`config.mk`:
```
export PLATFORM = sky130hd
export DESIGN_NAME = hash_counter_keystream_cipher
export DESIGN_NICKNAME = d
export VERILOG_FILES = /design/src/hdl/hkc_pkg.sv /design/src/hdl/hkc_front.sv /design/src/hdl/hkc_fifo.sv /design/src/hdl/hkc_back.sv /design/src/hdl/hash_counter_keystream_cipher.sv
export SDC_FILE = /design/constraint.sdc
export NUM_CORES = 2
export LEC_CHECK = 0
export BUFFER_PORTS_ARGS = -buffer_cell sky130_fd_sc_hd__buf_2
export CORE_MARGIN = 1
export CORE_UTILIZATION = 39
export CTS_CLUSTER_DIAMETER = 50
export DETAILED_ROUTE_END_ITERATION = 12
export GPL_ROUTABILITY_DRIVEN = 0
export PLACE_DENSITY_LB_ADDON = 0.3
export SLEW_MARGIN = 20
export SYNTH_ARGS = -nofsm -noshare
export SYNTH_HDL_FRONTEND = slang
export SYNTH_SLANG_ARGS = --single-unit
```
`constraint.sdc`:
```
create_clock -name clk_i -period 9.5 [get_ports clk_i]
set_input_delay 0 -clock clk_i [delete_from_list [all_inputs] [get_ports clk_i]]
set_output_delay 0 -clock clk_i [all_outputs]
set_load 0.02 [all_outputs]
```
`src/hdl/hkc_pkg.sv`:
```
package hkc_pkg;

  localparam logic [63:0] FnvBasis = 64'hCBF29CE484222325;

  // 32 key bytes then 12 iv bytes
  localparam logic [5:0] LastHashStep = 6'd43;

  typedef enum logic [2:0] {
    CFG_KEY_WORD_0 = 3'd0,
    CFG_KEY_WORD_1 = 3'd1,
    CFG_KEY_WORD_2 = 3'd2,
    CFG_KEY_WORD_3 = 3'd3,
    CFG_IV_LOW     = 3'd4,
    CFG_IV_HIGH    = 3'd5
  } cfg_reg_e;

  // one classified beat waiting for the keystream engine
  typedef struct packed {
    logic [7:0]  data;
    logic        last;
    logic [2:0]  pos;
    logic        need_block;
    logic [63:0] block_index;
  } item_t;

  // multiply by the fnv prime 2^40 + 0x1b3, mod 2^64
  function automatic logic [63:0] fnv_mul(input logic [63:0] h);
    fnv_mul = (h << 40) + (h << 8) + (h << 7) + (h << 5) + (h << 4) + (h << 1) + h;
  endfunction

endpackage

```
`src/hdl/hkc_front.sv`:
```
module hkc_front (
  input  logic           clk_i,
  input  logic           rst_ni,
  input  logic           in_valid_i,
  output logic           in_ready_o,
  input  logic [7:0]     data_byte_i,
  input  logic           first_byte_i,
  input  logic           last_byte_i,
  input  logic           push_ready_i,
  output logic           push_o,
  output hkc_pkg::item_t push_data_o
);
  import hkc_pkg::*;

  logic [63:0] block_counter_q, block_counter_d;
  logic [2:0]  byte_position_q, byte_position_d;
  logic [2:0]  pos;
  logic [63:0] blk;

  assign in_ready_o = push_ready_i;
  assign push_o     = in_valid_i && push_ready_i;

  // first flag restarts the stream at block 0, byte 0
  assign pos = first_byte_i ? 3'd0 : byte_position_q;
  assign blk = first_byte_i ? 64'd0 : block_counter_q;

  always_comb begin
    push_data_o.data        = data_byte_i;
    push_data_o.last        = last_byte_i;
    push_data_o.pos         = pos;
    push_data_o.need_block  = (pos == 3'd0);
    push_data_o.block_index = blk;
    block_counter_d = block_counter_q;
    byte_position_d = byte_position_q;
    if (push_o) begin
      block_counter_d = (pos == 3'd0) ? blk + 64'd1 : blk;
      byte_position_d = pos + 3'd1;
    end
  end

  always_ff @(posedge clk_i or negedge rst_ni) begin
    if (!rst_ni) begin
      block_counter_q <= '0;
      byte_position_q <= '0;
    end else begin
      block_counter_q <= block_counter_d;
      byte_position_q <= byte_position_d;
    end
  end

endmodule

```
`src/hdl/hkc_fifo.sv`:
```
module hkc_fifo #(
  parameter int Depth = 4
) (
  input  logic           clk_i,
  input  logic           rst_ni,
  input  logic           push_i,
  input  hkc_pkg::item_t push_data_i,
  output logic           push_ready_o,
  input  logic           pop_i,
  output logic           head_valid_o,
  output hkc_pkg::item_t head_o
);
  import hkc_pkg::*;

  localparam int PtrW = (Depth > 1) ? $clog2(Depth) : 1;
  localparam int CntW = $clog2(Depth + 1);
  localparam logic [PtrW-1:0] LastPtr = PtrW'(Depth - 1);
  localparam logic [CntW-1:0] FullCnt = CntW'(Depth);

  item_t           mem_q [Depth];
  logic [PtrW-1:0] wr_ptr_q, wr_ptr_d;
  logic [PtrW-1:0] rd_ptr_q, rd_ptr_d;
  logic [CntW-1:0] count_q, count_d;
  logic            do_push;

  assign push_ready_o = (count_q != FullCnt);
  assign head_valid_o = (count_q != '0);
  assign head_o       = mem_q[rd_ptr_q];
  assign do_push      = push_i && push_ready_o;

  always_comb begin
    wr_ptr_d = wr_ptr_q;
    rd_ptr_d = rd_ptr_q;
    count_d  = count_q;
    if (do_push) begin
      wr_ptr_d = (wr_ptr_q == LastPtr) ? '0 : wr_ptr_q + PtrW'(1);
    end
    if (pop_i) begin
      rd_ptr_d = (rd_ptr_q == LastPtr) ? '0 : rd_ptr_q + PtrW'(1);
    end
    if (do_push && !pop_i) begin
      count_d = count_q + CntW'(1);
    end else if (!do_push && pop_i) begin
      count_d = count_q - CntW'(1);
    end
  end

  always_ff @(posedge clk_i or negedge rst_ni) begin
    if (!rst_ni) begin
      wr_ptr_q <= '0;
      rd_ptr_q <= '0;
      count_q  <= '0;
    end else begin
      wr_ptr_q <= wr_ptr_d;
      rd_ptr_q <= rd_ptr_d;
      count_q  <= count_d;
    end
  end

  always_ff @(posedge clk_i) begin
    if (do_push) begin
      mem_q[wr_ptr_q] <= push_data_i;
    end
  end

`ifndef NO_ASSERTIONS
  a_pop_nonempty: assert property (@(posedge clk_i) disable iff (!rst_ni)
    pop_i |-> count_q != '0)
    else $error("queue popped while empty");
  a_count_bound: assert property (@(posedge clk_i) disable iff (!rst_ni)
    count_q <= FullCnt)
    else $error("queue count beyond depth");
  a_count_up: assert property (@(posedge clk_i) disable iff (!rst_ni)
    (do_push && !pop_i) |=> count_q == $past(count_q) + CntW'(1))
    else $error("queue count did not follow push");
`endif

endmodule

```
`src/hdl/hkc_back.sv`:
```
module hkc_back (
  input  logic           clk_i,
  input  logic           rst_ni,
  input  logic           cfg_valid_i,
  output logic           cfg_ready_o,
  input  logic [2:0]     cfg_index_i,
  input  logic [63:0]    cfg_value_i,
  input  logic           head_valid_i,
  input  hkc_pkg::item_t head_i,
  output logic           pop_o,
  output logic           out_valid_o,
  input  logic           out_ready_i,
  output logic [7:0]     out_byte_o,
  output logic           out_last_o
);
  import hkc_pkg::*;

  typedef enum logic [1:0] {
    ST_IDLE,
    ST_HASH,
    ST_EMIT
  } state_e;

  state_e      state_q, state_d;
  logic [63:0] h_q, h_d;
  logic [5:0]  step_q, step_d;
  logic [63:0] ks_q, ks_d;
  logic        out_valid_q, out_valid_d;
  logic [7:0]  out_byte_q, out_byte_d;
  logic        out_last_q, out_last_d;

  logic [63:0] key_word_0_q, key_word_1_q, key_word_2_q, key_word_3_q, iv_low_q;
  logic [31:0] iv_high_q;

  logic [63:0] src_word;
  logic [7:0]  absorb_byte;
  logic [63:0] h_next;
  logic        slot_free;
  logic [7:0]  emit_byte;

  assign cfg_ready_o = 1'b1;

  always_ff @(posedge clk_i or negedge rst_ni) begin
    if (!rst_ni) begin
      key_word_0_q <= '0;
      key_word_1_q <= '0;
      key_word_2_q <= '0;
      key_word_3_q <= '0;
      iv_low_q     <= '0;
      iv_high_q    <= '0;
    end else if (cfg_valid_i) begin
      case (cfg_reg_e'(cfg_index_i))
        CFG_KEY_WORD_0: key_word_0_q <= cfg_value_i;
        CFG_KEY_WORD_1: key_word_1_q <= cfg_value_i;
        CFG_KEY_WORD_2: key_word_2_q <= cfg_value_i;
        CFG_KEY_WORD_3: key_word_3_q <= cfg_value_i;
        CFG_IV_LOW:     iv_low_q     <= cfg_value_i;
        CFG_IV_HIGH:    iv_high_q    <= cfg_value_i[31:0];
        default: ;
      endcase
    end
  end

  // step counter walks key bytes then iv bytes, in register order
  always_comb begin
    case (cfg_reg_e'(step_q[5:3]))
      CFG_KEY_WORD_0: src_word = key_word_0_q;
      CFG_KEY_WORD_1: src_word = key_word_1_q;
      CFG_KEY_WORD_2: src_word = key_word_2_q;
      CFG_KEY_WORD_3: src_word = key_word_3_q;
      CFG_IV_LOW:     src_word = iv_low_q;
      CFG_IV_HIGH:    src_word = {32'd0, iv_high_q};
      default:        src_word = '0;
    endcase
  end

  assign absorb_byte = src_word[{step_q[2:0], 3'b000} +: 8];
  assign h_next      = fnv_mul(h_q ^ {56'd0, absorb_byte});
  assign slot_free   = !out_valid_q || out_ready_i;
  assign emit_byte   = head_i.data ^ ks_q[{head_i.pos, 3'b000} +: 8];

  always_comb begin
    state_d     = state_q;
    h_d         = h_q;
    step_d      = step_q;
    ks_d        = ks_q;
    out_valid_d = out_valid_q && !out_ready_i;
    out_byte_d  = out_byte_q;
    out_last_d  = out_last_q;
    pop_o       = 1'b0;
    case (state_q)
      ST_IDLE: begin
        if (head_valid_i) begin
          if (head_i.need_block) begin
            h_d     = FnvBasis ^ head_i.block_index;
            step_d  = '0;
            state_d = ST_HASH;
          end else if (slot_free) begin
            out_valid_d = 1'b1;
            out_byte_d  = emit_byte;
            out_last_d  = head_i.last;
            pop_o       = 1'b1;
          end
        end
      end
      ST_HASH: begin
        h_d    = h_next;
        step_d = step_q + 6'd1;
        if (step_q == LastHashStep) begin
          ks_d    = h_next;
          state_d = ST_EMIT;
        end
      end
      ST_EMIT: begin
        if (slot_free) begin
          out_valid_d = 1'b1;
          out_byte_d  = emit_byte;
          out_last_d  = head_i.last;
          pop_o       = 1'b1;
          state_d     = ST_IDLE;
        end
      end
      default: state_d = ST_IDLE;
    endcase
  end

  always_ff @(posedge clk_i or negedge rst_ni) begin
    if (!rst_ni) begin
      state_q     <= ST_IDLE;
      h_q         <= '0;
      step_q      <= '0;
      ks_q        <= '0;
      out_valid_q <= 1'b0;
      out_byte_q  <= '0;
      out_last_q  <= 1'b0;
    end else begin
      state_q     <= state_d;
      h_q         <= h_d;
      step_q      <= step_d;
      ks_q        <= ks_d;
      out_valid_q <= out_valid_d;
      out_byte_q  <= out_byte_d;
      out_last_q  <= out_last_d;
    end
  end

  assign out_valid_o = out_valid_q;
  assign out_byte_o  = out_byte_q;
  assign out_last_o  = out_last_q;

`ifndef NO_ASSERTIONS
  a_head_held: assert property (@(posedge clk_i) disable iff (!rst_ni)
    (state_q == ST_HASH || state_q == ST_EMIT) |-> head_valid_i)
    else $error("queue head lost during block generation");
  a_step_bound: assert property (@(posedge clk_i) disable iff (!rst_ni)
    state_q == ST_HASH |-> step_q <= LastHashStep)
    else $error("hash step beyond last absorbed byte");
  a_hash_done: assert property (@(posedge clk_i) disable iff (!rst_ni)
    (state_q == ST_HASH && step_q == LastHashStep) |=> state_q == ST_EMIT)
    else $error("hash did not finish after last byte");
  a_pop_emits: assert property (@(posedge clk_i) disable iff (!rst_ni)
    pop_o |=> out_valid_q)
    else $error("beat popped without output");
`endif

endmodule

```
`src/hdl/hash_counter_keystream_cipher.sv`:
```
// a beat that opens an 8-byte keystream block waits in the queue, then the back engine seeds
// the hash with the block index, runs the 44-step hash loop and emits the byte; other beats pass
// to the output register when the engine is free; the hash loop does one fnv multiply per cycle,
// and the queue keeps taking bytes while a block is hashed, until it is full
// reset: block counter, byte position and all key and iv registers clear, queue empties
module hash_counter_keystream_cipher #(
  parameter int QueueDepth = 4
) (
  input  logic        clk_i,
  input  logic        rst_ni,
  input  logic        cfg_valid_i,
  output logic        cfg_ready_o,
  input  logic [2:0]  cfg_index_i,
  input  logic [63:0] cfg_value_i,
  input  logic        in_valid_i,
  output logic        in_ready_o,
  input  logic [7:0]  data_byte_i,
  input  logic        first_byte_i,
  input  logic        last_byte_i,
  output logic        out_valid_o,
  input  logic        out_ready_i,
  output logic [7:0]  out_byte_o,
  output logic        out_last_o
);
  import hkc_pkg::*;

  logic  push;
  logic  push_ready;
  item_t push_data;
  logic  head_valid;
  item_t head;
  logic  pop;

  hkc_front u_front (
    .clk_i        (clk_i),
    .rst_ni       (rst_ni),
    .in_valid_i   (in_valid_i),
    .in_ready_o   (in_ready_o),
    .data_byte_i  (data_byte_i),
    .first_byte_i (first_byte_i),
    .last_byte_i  (last_byte_i),
    .push_ready_i (push_ready),
    .push_o       (push),
    .push_data_o  (push_data)
  );

  hkc_fifo #(
    .Depth (QueueDepth)
  ) u_fifo (
    .clk_i        (clk_i),
    .rst_ni       (rst_ni),
    .push_i       (push),
    .push_data_i  (push_data),
    .push_ready_o (push_ready),
    .pop_i        (pop),
    .head_valid_o (head_valid),
    .head_o       (head)
  );

  hkc_back u_back (
    .clk_i        (clk_i),
    .rst_ni       (rst_ni),
    .cfg_valid_i  (cfg_valid_i),
    .cfg_ready_o  (cfg_ready_o),
    .cfg_index_i  (cfg_index_i),
    .cfg_value_i  (cfg_value_i),
    .head_valid_i (head_valid),
    .head_i       (head),
    .pop_o        (pop),
    .out_valid_o  (out_valid_o),
    .out_ready_i  (out_ready_i),
    .out_byte_o   (out_byte_o),
    .out_last_o   (out_last_o)
  );

endmodule
```
==> results.json <==
{
  "hold_violations": 0,
  "rsz_0062_raised_after_global_routing": "no",
  "max_cap_viol_count": 0,
  "cts.clk_slew.worst_paths_ns": 0.06,
  "worstPathArrival_ns": 9.09,
  "final_cell_area_mm2": 0.0550,
  "crit_path_capture": "u_back.h_q[63]",
  "arithmetic_cell_share_of_the_synthesized_area_counting_full_adders_half_adders_and_majority_gates_pct": 13.0,
  "synth_warnings": 0,
  "grt_overflow_total": 0,
  "critPathLaunchType": "flop",
  "detailedPlace.worstSlack_ns": 1.16,
  "synth_largest_area_cell": "sky130_fd_sc_hd__dfrtp_1",
  "timing.slew.headroom_pct": 25.5,
  "tritoncts": "built",
  "synth_cell_types": 95,
  "crit_path_max_fanout": 40,
  "cp_data_required_time_ns": 10.08,
  "die-area_mm2": 0.126,
  "pin_count_of_the_biggest_net_entering_global_routing": 151,
  "tightest_slew_ns": 1.12,
  "grt_pass1_vias": 32027,
  "avgRoutedWirePerCell_um": 22.4,
  "synth_compound_gate_area_share_pct": 7.59,
  "worst_r2r_endpoint": "u_back.h_q[63]",
  "syn_to_final_growth_pct": 13.6,
  "syn-num-nets": 4256,
  "mostFrequentLayoutCells": "567 x sky130_fd_sc_hd__dfrtp_1, 409 x sky130_fd_sc_hd__mux2_2, 368 x sky130_fd_sc_hd__inv_1",
  "status": "finished, final reports clean",
  "fin_worst_skew_ns": 0.0322,
  "detailedRoute.firstPassIterationCount": 6,
  "yosys.area.top_type_share_pct": 29.6,
  "synth_area_leaders": "sky130_fd_sc_hd__dfrtp_1 30%, sky130_fd_sc_hd__edfxtp_1 19%, sky130_fd_sc_hd__fa_1 9.9%",
  "setup_viol": 0,
  "core_region_area_mm2": 0.123,
  "synth-edff-count": 308,
  "clock_latency_ns": 0.70,
  "detail_route.wirelength_mm": 127,
  "globalRouteTotalUtil_pct": 20.6,
  "vias": 30758,
  "ys_seq_elements": 880,
  "mostFrequentLayoutCell": "sky130_fd_sc_hd__dfrtp_1",
  "remaining_antenna_violation_count_after_routing": 0,
  "rr_worst_depth": 24,
  "fin_tns_setup_ns": 0,
  "fin_nets": 4392,
  "synth_simple_gate_area_share_pct": 7.06,
  "sinks_on_clock_net": 880,
  "start_util_pct": 39.5,
  "ctsLongestPathBuffers": 3,
  "synth.avg_cell_area_um2": 12.7,
  "tritoncts.num_buffers": 104,
  "place_area_mm2": 0.0506,
  "critical_path.reg2reg.startpoint": "u_back.step_q[3]",
  "slew_violations": 0,
  "synth_xor_xnor_area_share_pct": 3.11,
  "top_level_i_o_count": 94,
  "fp.dieH_um": 354,
  "final_hpwl_from_detailed_placement_mm": 87.3,
  "clock-root-buffer": "sky130_fd_sc_hd__clkbuf_16",
  "finalWorstSetupSlack_ns": 0.993,
  "largest_register_by_flop_count": "u_fifo.mem_q",
  "sequential_element_share_of_the_synthesized_area_pct": 48.7,
  "crit_type": "flop to flop",
  "grt_antenna_before_repair": 3,
  "synth_flop_cell": "sky130_fd_sc_hd__dfrtp_1",
  "synth_top_family_by_area": "multiplexers",
  "postSynthCellCount": 3816,
  "fmax_mhz": 118,
  "share_of_the_clock_period_used_by_the_worst_path_pct": 89.5,
  "final_period_minus_worst_setup_slack_ns": 8.51,
  "post_drt_via_cell_ratio": 5.43,
  "synthMuxAreaShare_pct": 15.9,
  "netlist_area_mm2": 0.0484,
  "max_reg_flops": 308,
  "cts_resized": 0,
  "drt_drc_violations_left": 0,
  "cts_htree_levels": 3,
  "min-delay-path-class": "input port to flop",
  "worst_setup_path_startpoint": "u_back.step_q[3]",
  "setup.worst_path.end_class": "flop",
  "die-width_um": 354,
  "initialDrtViolationCount": 2560,
  "grt_first_pass_wirelength_mm": 199,
  "buffer_ports.inserted": 92,
  "setup.reg_to_reg.worst_slack_ns": 0.99,
  "final_layout_size_suffix_gt1_share_pct": 22.2,
  "async_flop_share_pct": 65.0,
  "cell_row_count": 128
}
cell families after synthesis:
family / count (synthesis)
DFF: 880
and+or+nand+nor: 690
AOI/OAI and AO/OA: 578
muxes: 573
buffers and inverters: 571
adders and majority gates: 359
xor gates and xnor gates: 164
other: 1
worst max-delay path, cell delays in order (launching register included):
cell and delay [ns]:
sky130_fd_sc_hd__dfrtp_4 0.95, sky130_fd_sc_hd__buf_4 0.53, sky130_fd_sc_hd__nor2b_1 0.38, sky130_fd_sc_hd__a22oi_1 0.15
sky130_fd_sc_hd__o221ai_1 0.21, sky130_fd_sc_hd__o21ai_1 0.14, sky130_fd_sc_hd__mux4_2 0.56, sky130_fd_sc_hd__xor2_2 0.44
sky130_fd_sc_hd__inv_1 0.22, sky130_fd_sc_hd__fa_1 0.51, sky130_fd_sc_hd__fa_1 0.55, sky130_fd_sc_hd__inv_1 0.05
sky130_fd_sc_hd__fa_1 0.51, sky130_fd_sc_hd__inv_1 0.05, sky130_fd_sc_hd__ha_1 0.27, sky130_fd_sc_hd__ha_1 0.31
sky130_fd_sc_hd__or2_1 0.24, sky130_fd_sc_hd__o311a_1 0.17, sky130_fd_sc_hd__o21ai_1 0.25, sky130_fd_sc_hd__o211ai_1 0.20
sky130_fd_sc_hd__a311oi_1 0.73, sky130_fd_sc_hd__o31ai_1 0.16, sky130_fd_sc_hd__a21oi_1 0.28, sky130_fd_sc_hd__nor3_1 0.08
sky130_fd_sc_hd__or3_1 0.37
stage by stage:
| stage | hold WS, ns | utilization (%) | cells |
|---|---|---|---|
| global route | 0.0369 | 44.9 | 5667 |
| CTS | 0.0142 | 44.9 | 5664 |
| floorplan | -0.296 | - | 3816 |
| detailed placement | 0.0875 | 41.3 | 5387 |
| finish | 0.0596 | 44.9 | 5668 |
| global placement | 0.100 | 41.3 | 5387 |
Yosys cell counts, types with 8 or more instances:
cell	number
sky130_fd_sc_hd__and3_1	22
sky130_fd_sc_hd__a221oi_1	23
sky130_fd_sc_hd__ha_1	118
sky130_fd_sc_hd__mux2_2	409
sky130_fd_sc_hd__o21bai_1	11
sky130_fd_sc_hd__o21a_1	8
sky130_fd_sc_hd__inv_1	368
sky130_fd_sc_hd__o211ai_1	15
sky130_fd_sc_hd__and2_1	13
sky130_fd_sc_hd__o2111ai_1	8
sky130_fd_sc_hd__buf_4	9
sky130_fd_sc_hd__dfrtp_1	572
sky130_fd_sc_hd__nor3_1	22
sky130_fd_sc_hd__buf_2	35
sky130_fd_sc_hd__clkbuf_1	131
sky130_fd_sc_hd__buf_1	18
sky130_fd_sc_hd__nand3_1	50
sky130_fd_sc_hd__or3_1	9
sky130_fd_sc_hd__a21oi_1	181
sky130_fd_sc_hd__a21o_1	38
sky130_fd_sc_hd__a22oi_1	53
sky130_fd_sc_hd__edfxtp_1	308
sky130_fd_sc_hd__nor2_1	126
sky130_fd_sc_hd__nand2_1	260
sky130_fd_sc_hd__xnor2_1	88
sky130_fd_sc_hd__xor2_1	68
sky130_fd_sc_hd__and4_1	8
sky130_fd_sc_hd__mux4_2	114
sky130_fd_sc_hd__o21ai_0	132
sky130_fd_sc_hd__nand2b_1	13
sky130_fd_sc_hd__fa_1	240
sky130_fd_sc_hd__mux2i_1	46
sky130_fd_sc_hd__o22ai_1	16
sky130_fd_sc_hd__a31oi_1	16
sky130_fd_sc_hd__nor2b_1	73
sky130_fd_sc_hd__a221o_1	10
sky130_fd_sc_hd__nand4_1	47
worst min-delay path by stage:
stage,from,to,slack (ns),depth (start not counted)
floorplan,rst_ni,u_back.h_q[0],-0.30,0
global placement,rst_ni,u_back.key_word_1_q[59],0.10,1
detailed placement,rst_ni,u_back.key_word_2_q[59],0.09,1
CTS,data_byte_i[4],u_fifo.mem_q[0][73],0.01,2
global route,data_byte_i[5],u_fifo.mem_q[2][74],0.04,2
finish,data_byte_i[0],u_fifo.mem_q[1][69],0.06,2
area by class of cell:
class                      instances  area [µm²]
clock buffer                     133        2840
timing repair buffer             229        1770
inverter                         372        1400
sequential                       880       23600
antenna                            3        7.51
fill                           11104       67500
multi-input combinational       2365       22700
clock inverter                    61         688
tap                             1625        2030
repair_timing:
| item | in CTS | in global routing |
|---|---|---|
| hold buffers | 83 | 0 |
| hold endpoints to repair | 630 | 0 |
| buffers inserted | 0 | 0 |
routing by layer:
| layer | vias to the layer above | global-route usage, % | share of wire, % |
|---|---|---|---|
| li1 | 13745 | - | - |
| met2 | 807 | 31.8 | 46 |
| met1 | 16048 | 30.0 | 46 |
| met5 | - | 0 | 0 |
| met3 | 158 | 3.80 | 6.2 |
| met4 | 0 | 5.25 | 2.1 |
Power is left out: the tool's default activity adds up to more than one toggle a clock period on the data nets, which glitch-free logic cannot reach.
